$ cat src/hdl/tdpbs_pkg.sv
// ----------------------------------------------------------------------------
// Tail-drop packet buffer scheduler package
// Shared widths, constants, controller states and the cell control group.
// ----------------------------------------------------------------------------
`default_nettype none

package tdpbs_pkg;

  localparam int TIME_W = 32;
  localparam int ARR_W  = 20;
  localparam int PROC_W = 10;
  localparam int CFG_W  = 9;

  localparam logic [TIME_W-1:0] TIME_MAX  = {TIME_W{1'b1}};
  localparam logic [CFG_W-1:0]  CFG_RESET = 9'd256;

  typedef enum logic [1:0] {
    ST_IDLE,
    ST_RETIRE,
    ST_DECIDE
  } state_t;

  typedef struct packed {
    logic shift;
    logic load;
  } cell_ctrl_t;

endpackage

`default_nettype wire

$ cat src/hdl/tdpbs_cell.sv
// ----------------------------------------------------------------------------
// Finish-time cell
// One entry of the finish-time queue: loads a new finish time or takes the
// value of its neighbour further from the head when the queue advances.
// ----------------------------------------------------------------------------
`default_nettype none

module tdpbs_cell
  import tdpbs_pkg::*;
(
  input  wire logic              clk,
  input  wire cell_ctrl_t        ctrl,
  input  wire logic [TIME_W-1:0] load_data,
  input  wire logic [TIME_W-1:0] shift_data,
  output logic      [TIME_W-1:0] data
);

  logic [TIME_W-1:0] data_r;
  logic [TIME_W-1:0] data_nxt;

  always_comb begin
    data_nxt = data_r;
    if (ctrl.shift) begin
      data_nxt = shift_data;
    end else if (ctrl.load) begin
      data_nxt = load_data;
    end
  end

  always_ff @(posedge clk) begin
    data_r <= data_nxt;
  end

  assign data = data_r;

endmodule

`default_nettype wire

$ cat config.mk
export PLATFORM = sky130hd
export DESIGN_NAME = tdpbs_cell
export DESIGN_NICKNAME = d
export VERILOG_FILES = /design/src/hdl/tdpbs_pkg.sv /design/src/hdl/tdpbs_cell.sv
export SDC_FILE = /design/constraint.sdc
export NUM_CORES = 1
export LEC_CHECK = 0
export ABC_AREA = 1
export BUFFER_PORTS_ARGS = -buffer_cell sky130_fd_sc_hd__clkbuf_2
export CORE_ASPECT_RATIO = 1.2
export CORE_UTILIZATION = 40
export CTS_CLUSTER_DIAMETER = 30
export CTS_CLUSTER_SIZE = 30
export DETAILED_ROUTE_END_ITERATION = 8
export PLACE_DENSITY_LB_ADDON = 0.12
export SYNTH_ARGS = -nofsm -noshare
export SYNTH_HDL_FRONTEND = slang
export SYNTH_SLANG_ARGS = --single-unit
$ cat constraint.sdc
create_clock -name clk -period 1.55 [get_ports clk]
set_input_delay 0.465 -clock clk [delete_from_list [all_inputs] [get_ports clk]]
set_output_delay 0.465 -clock clk [all_outputs]
set_load 0.05 [all_outputs]
==> results of run 1 <==
-- cells in the final DEF (no fill, tap or decap) --
cell	synthesis	final
clkbuf_2	0	98
nand2_1	96	96
edfxtp_1	32	32
clkbuf_8	0	5
buf_4	3	3
clkbuf_1	0	2
inv_4	1	1
or2_2	1	1
clkinv_1	0	1
buf_12	0	1
-- per-stage QoR --
stage	instances	area [sq um]	utilization (%)	total power [W]	hold WS, ps
2_1_floorplan	137	1400	-	0.00155	644
3_3_place_gp	269	1910	57.3	0.00173	730
3_5_place_dp	269	1910	57.3	0.00173	733
4_1_cts	277	1990	59.7	0.00232	441
5_1_grt	277	1990	59.7	0.00241	445
6_report	277	1990	59.7	0.00228	450
-- metal layers --
layer / vias to the layer above / wire, um
met5: - / 0
met1: 508 / 1160
li1: 638 / -
met2: 59 / 1480
met3: 2 / 261
met4: 0 / 19
-- final cells by class --
type | instances | area share, %
Sequential cell | 32 | 48.2
Tap cell | 37 | 2.32
Clock buffer | 7 | 3.83
Clock inverter | 1 | 0.188
Timing Repair Buffer | 102 | 26.7
Multi-Input combinational cell | 97 | 18.4
Inverter | 1 | 0.314
-- synth_stat cells --
| library cell | n | share of area (%) |
|---|---|---|
| buf_4 | 3 | 1.6 |
| buf_6 | 4 | 3.2 |
| edfxtp_1 | 32 | 69 |
| inv_4 | 1 | 0.45 |
| nand2_1 | 96 | 26 |
| or2_2 | 1 | 0.45 |
-- path summary, 6_finish.rpt --
check | startpoint | end | slack, ps | cells past startpoint
max | data[5]$_DFFE_PP_ | data[5] | 180 | 1
min | load_data[7] | data[7]$_DFFE_PP_ | 450 | 3
-- kinds of logic after synthesis --
logic type    share of synthesized area [%]
buf+inv                                5.27
flops                                  68.6
simple gates                           26.2
-- power groups by stage --
stage / combinational [W] / clock, W / sequential (W)
4_1_cts: 0.000627 / 0.000603 / 0.00109
3_3_place_gp: 0.000624 / 0 / 0.00110
2_1_floorplan: 0.000103 / 0 / 0.00145
5_1_grt: 0.000659 / 0.000653 / 0.00110
6_report: 0.000619 / 0.000578 / 0.00109
3_5_place_dp: 0.000626 / 0 / 0.00111
==> out/results.tsv, run 1 <==
stage	metric	value	unit
placement	gp_congestion	0.678	
grt	met3_usage	7.38	%
sta	worst_slack	184	ps
power	power.internal	0.00153	W
synthesis	ys_types	6	
floorplan	ios	99	
synthesis	netlist_area	1400	sq um
routing	vias_per_cell	4.36	
cts	hold_buffers	0	
finish	register_area	961	sq um
finish	fillers	302	
floorplan	die_y	66.8	um
finish	drive_above_1_share	45.4	%
critical_path	critPathLaunchType	flip-flop	
finish	nNetsFinal	306	
sta	min_period_over_period	88.1	%
critical_path	critPathKind	reg -> out	
grt	grt_max_degree	33	
synthesis	syn_inst	137	
cts	htreeDepth	2	
sta	period_needed	1370	ps
grt	grtUsageMet1	18.9	%
grt	gr-usage-all-layers	17.0	%
power	switchingPower	0.000754	W
grt	top_usage_layer	met2	
sta	slew_headroom	79.7	%
cts	ctsResizeCount	0	
cts	clk_pin_slew_worst_paths	60	ps
critical_path	cp.required	1080	ps
critical_path	crit_fanout	1	
critical_path	arrival	900	ps
sta	worst_pin_slew	305	ps
power	irDropWorstVdd	0.746	mV
power	clkPwrFrac	25.3	%
sta	setup_viol	0	
power	p_comb_share	27.1	%
synthesis	yosys_warnings	0	
grt	grt_remaining_overflow	0	
critical_path	crit_path_max_incr_delay	370	ps
critical_path	crit_path_end_kind	primary output	
cts	cts_buffers	5	
cts	cts.path.max_buffers	2	
synthesis	syn_nets	204	
placement	portBuffers	98	
synthesis	syn_avg_cell_area	10.2	sq um
routing	remaining_drc_errors	0	
floorplan	die_x	56.0	um
grt	grt_pass1_wl	4690	um
critical_path	cp_cell_sequence	clkbuf_2	
placement	dp_slack	186	ps
run_status	status	finished clean	
routing	ant_nets	0	
synthesis	ys_ff_latch	32	
critical_path	crit_family	flip-flops	
finish	area_growth	42.2	%
cts	post_cts_buffers	0	
routing	num_vias	1207	
routing	routed_wl	2930	um
finish	largest_reg_flops	32	
sta	fin_setup_tns	0	ps
critical_path	critPathSlowestCell	edfxtp_1	
worst_hold_path	hold_class	in -> reg	
synthesis	yosysSeqAreaShare	68.6	%
floorplan	start_util	42.0	%
floorplan	dieArea	3750	sq um
cts	cts.sinks	32	
power	switching_share	33.0	%
grt	grt_pass1_vias	1123	
cts	cts-root-buf	clkbuf_8	
run	cap_violations	0	
sta	rsz0062_at_grt	no	
floorplan	core	3340	sq um
power	total_leakage_power	1.09	nW
power	powerDensity	1150	nW/um^2
critical_path	critPathBufInv	1	
finish	multi_input_area	367	sq um
routing	dr.pass1.iters	4	
grt	grtUsageMet2	28.6	%
routing	wl_per_cell	10.6	um
sta	hold_violations	0	
power	p_seq_share	47.6	%
grt	antenna_found_initial	0	
sta	slew_viol_final	0	
floorplan	rows	23	
placement	dp_hpwl	2210	um
sta	fmaxAchievable	732	MHz
cts	cts_tree	yes	
routing	drt_iter0_drc	70	
finish	antenna_cells	0	
(Power assumes the default switching activity.)
==> run 2: changes to the inputs <==
RECOVER_POWER = 25   (was default)
==> run 2 against run 1 <==
  * Combinational power down 1%
  * Count of clock-buffer cells in the layout unchanged
  * Cell area down 1.1%
  * Critical path type unchanged
==> out/results.tsv, run 2 (synthesis gave the netlist of run 1 again) <==
stage	metric	value	unit	change
sta	setup_viol	0		unchanged
floorplan	die_y	66.8	um	unchanged
cts	cts.sinks	32		unchanged
finish	nNetsFinal	306		unchanged
floorplan	start_util	42.0	%	unchanged
placement	gp_congestion	0.678		unchanged
sta	period_needed	1370	ps	unchanged
cts	post_cts_buffers	0		unchanged
finish	most-common-layout-cells	clkbuf_2, nand2_1, edfxtp_1		
critical_path	critPathSlowestCell	edfxtp_1		
power	irDropWorstVdd	0.733	mV	-1.8%
floorplan	dieArea	3750	sq um	unchanged
critical_path	arrival	900	ps	about the same
sta	slew_headroom	65.7	%	-14 points
sta	slew_viol_final	0		unchanged
routing	routed_wl	2930	um	+0.24%
cts	hold_buffers	0		unchanged
worst_hold_path	hold_class	in -> reg		
cts	clk_pin_slew_worst_paths	60	ps	about the same
floorplan	die_x	56.0	um	unchanged
sta	worst_slack	184	ps	unchanged
cts	ctsResizeCount	0		unchanged
cts	cts_buffers	5		unchanged
cts	htreeDepth	2		unchanged
sta	fin_setup_tns	0	ps	unchanged
critical_path	critPathLaunchType	flip-flop		
critical_path	crit_path_max_incr_delay	370	ps	about the same
run_status	status	finished clean		
critical_path	critPathKind	reg -> out		
grt	antenna_found_initial	0		unchanged
sta	worst_pin_slew	514	ps	+209 ps
power	total_leakage_power	1.08	nW	-0.91%
grt	grt_pass1_wl	4690	um	unchanged
grt	grt_pass1_vias	1123		unchanged
grt	gr-usage-all-layers	17.0	%	unchanged
routing	ant_nets	0		unchanged
sta	min_period_over_period	88.1	%	unchanged
critical_path	crit_path_end_kind	primary output		
routing	vias_per_cell	4.36		unchanged
critical_path	cp.required	1080	ps	about the same
critical_path	cp_cell_sequence	clkbuf_2		
critical_path	crit_fanout	1		unchanged
critical_path	critPathBufInv	1		unchanged
grt	grt_remaining_overflow	0		unchanged
routing	dr.pass1.iters	4		unchanged
placement	dp_hpwl	2210	um	unchanged
routing	wl_per_cell	10.6	um	+0.24%
critical_path	crit_family	flip-flops		
finish	layout_commonest_cell	clkbuf_2		
sta	fmaxAchievable	732	MHz	unchanged
cts	cts.path.max_buffers	2		unchanged
floorplan	core	3340	sq um	unchanged
sta	rsz0062_at_grt	no		
finish	largest_reg_flops	32		unchanged
grt	grt_max_degree	33		unchanged
cts	cts_tree	yes		
placement	dp_slack	186	ps	unchanged
finish	area_growth	40.7	%	
floorplan	rows	23		unchanged
finish	register_area	961	sq um	unchanged
placement	portBuffers	98		unchanged
sta	hold_violations	0		unchanged
finish	multi_input_area	367	sq um	unchanged
finish	antenna_cells	0		unchanged
power	powerDensity	1160	nW/um^2	+0.79%
routing	num_vias	1207		unchanged
floorplan	ios	99		unchanged
cts	cts-root-buf	clkbuf_8		
routing	remaining_drc_errors	0		unchanged
run	cap_violations	0		unchanged
routing	drt_iter0_drc	70		unchanged
finish	fillers	304		+0.66%
finish	drive_above_1_share	45.0	%	-0.42 points
-- run 2: cell count changes in the layout (fill, tap and decap cells not counted), sizes merged --
cell / change
buf: -2
clkbuf: +2
-- run 2: layout make-up --
type	count	share of cell area [%]
clock buffer	7	3.87
clock inverter	1	0.190
inverter	1	0.190
multi-input combinational	97	18.6
sequential	32	48.7
tap	37	2.35
timing repair buffer	102	26.1
-- run 2: per-stage QoR --
step                      area, sq um  total power [W]  util (%)  hold WS (ps)  instances
after floorplan                  1400          0.00155         -           644        137
after global placement           1910          0.00173      57.3           730        269
after detailed placement         1910          0.00173      57.3           733        269
after CTS                        1990          0.00232      59.7           441        277
after global routing             1970          0.00240      59.1           445        277
final                            1970          0.00228      59.1           450        277
-- run 2: report_power, final --
part / internal (W) / switching (W)
Combinational: 0.000151 / 0.000461
Sequential: 0.00106 / 0.0000244
Clock: 0.000312 / 0.000267
-- run 2: routing by layer --
metal	wire length (um)	track usage, %	vias to the layer above
met1	1170	18.9	508
met5	0	0	-
li1	-	-	638
met4	19	7.32	0
met2	1480	28.6	59
met3	261	7.38	2
-- run 2: path summary, 6_finish.rpt --
kind              start                 to  slack [ps]  cells after the start
max   data[5]$_DFFE_PP_            data[5]         180                      1
min        load_data[7]  data[7]$_DFFE_PP_         450                      3
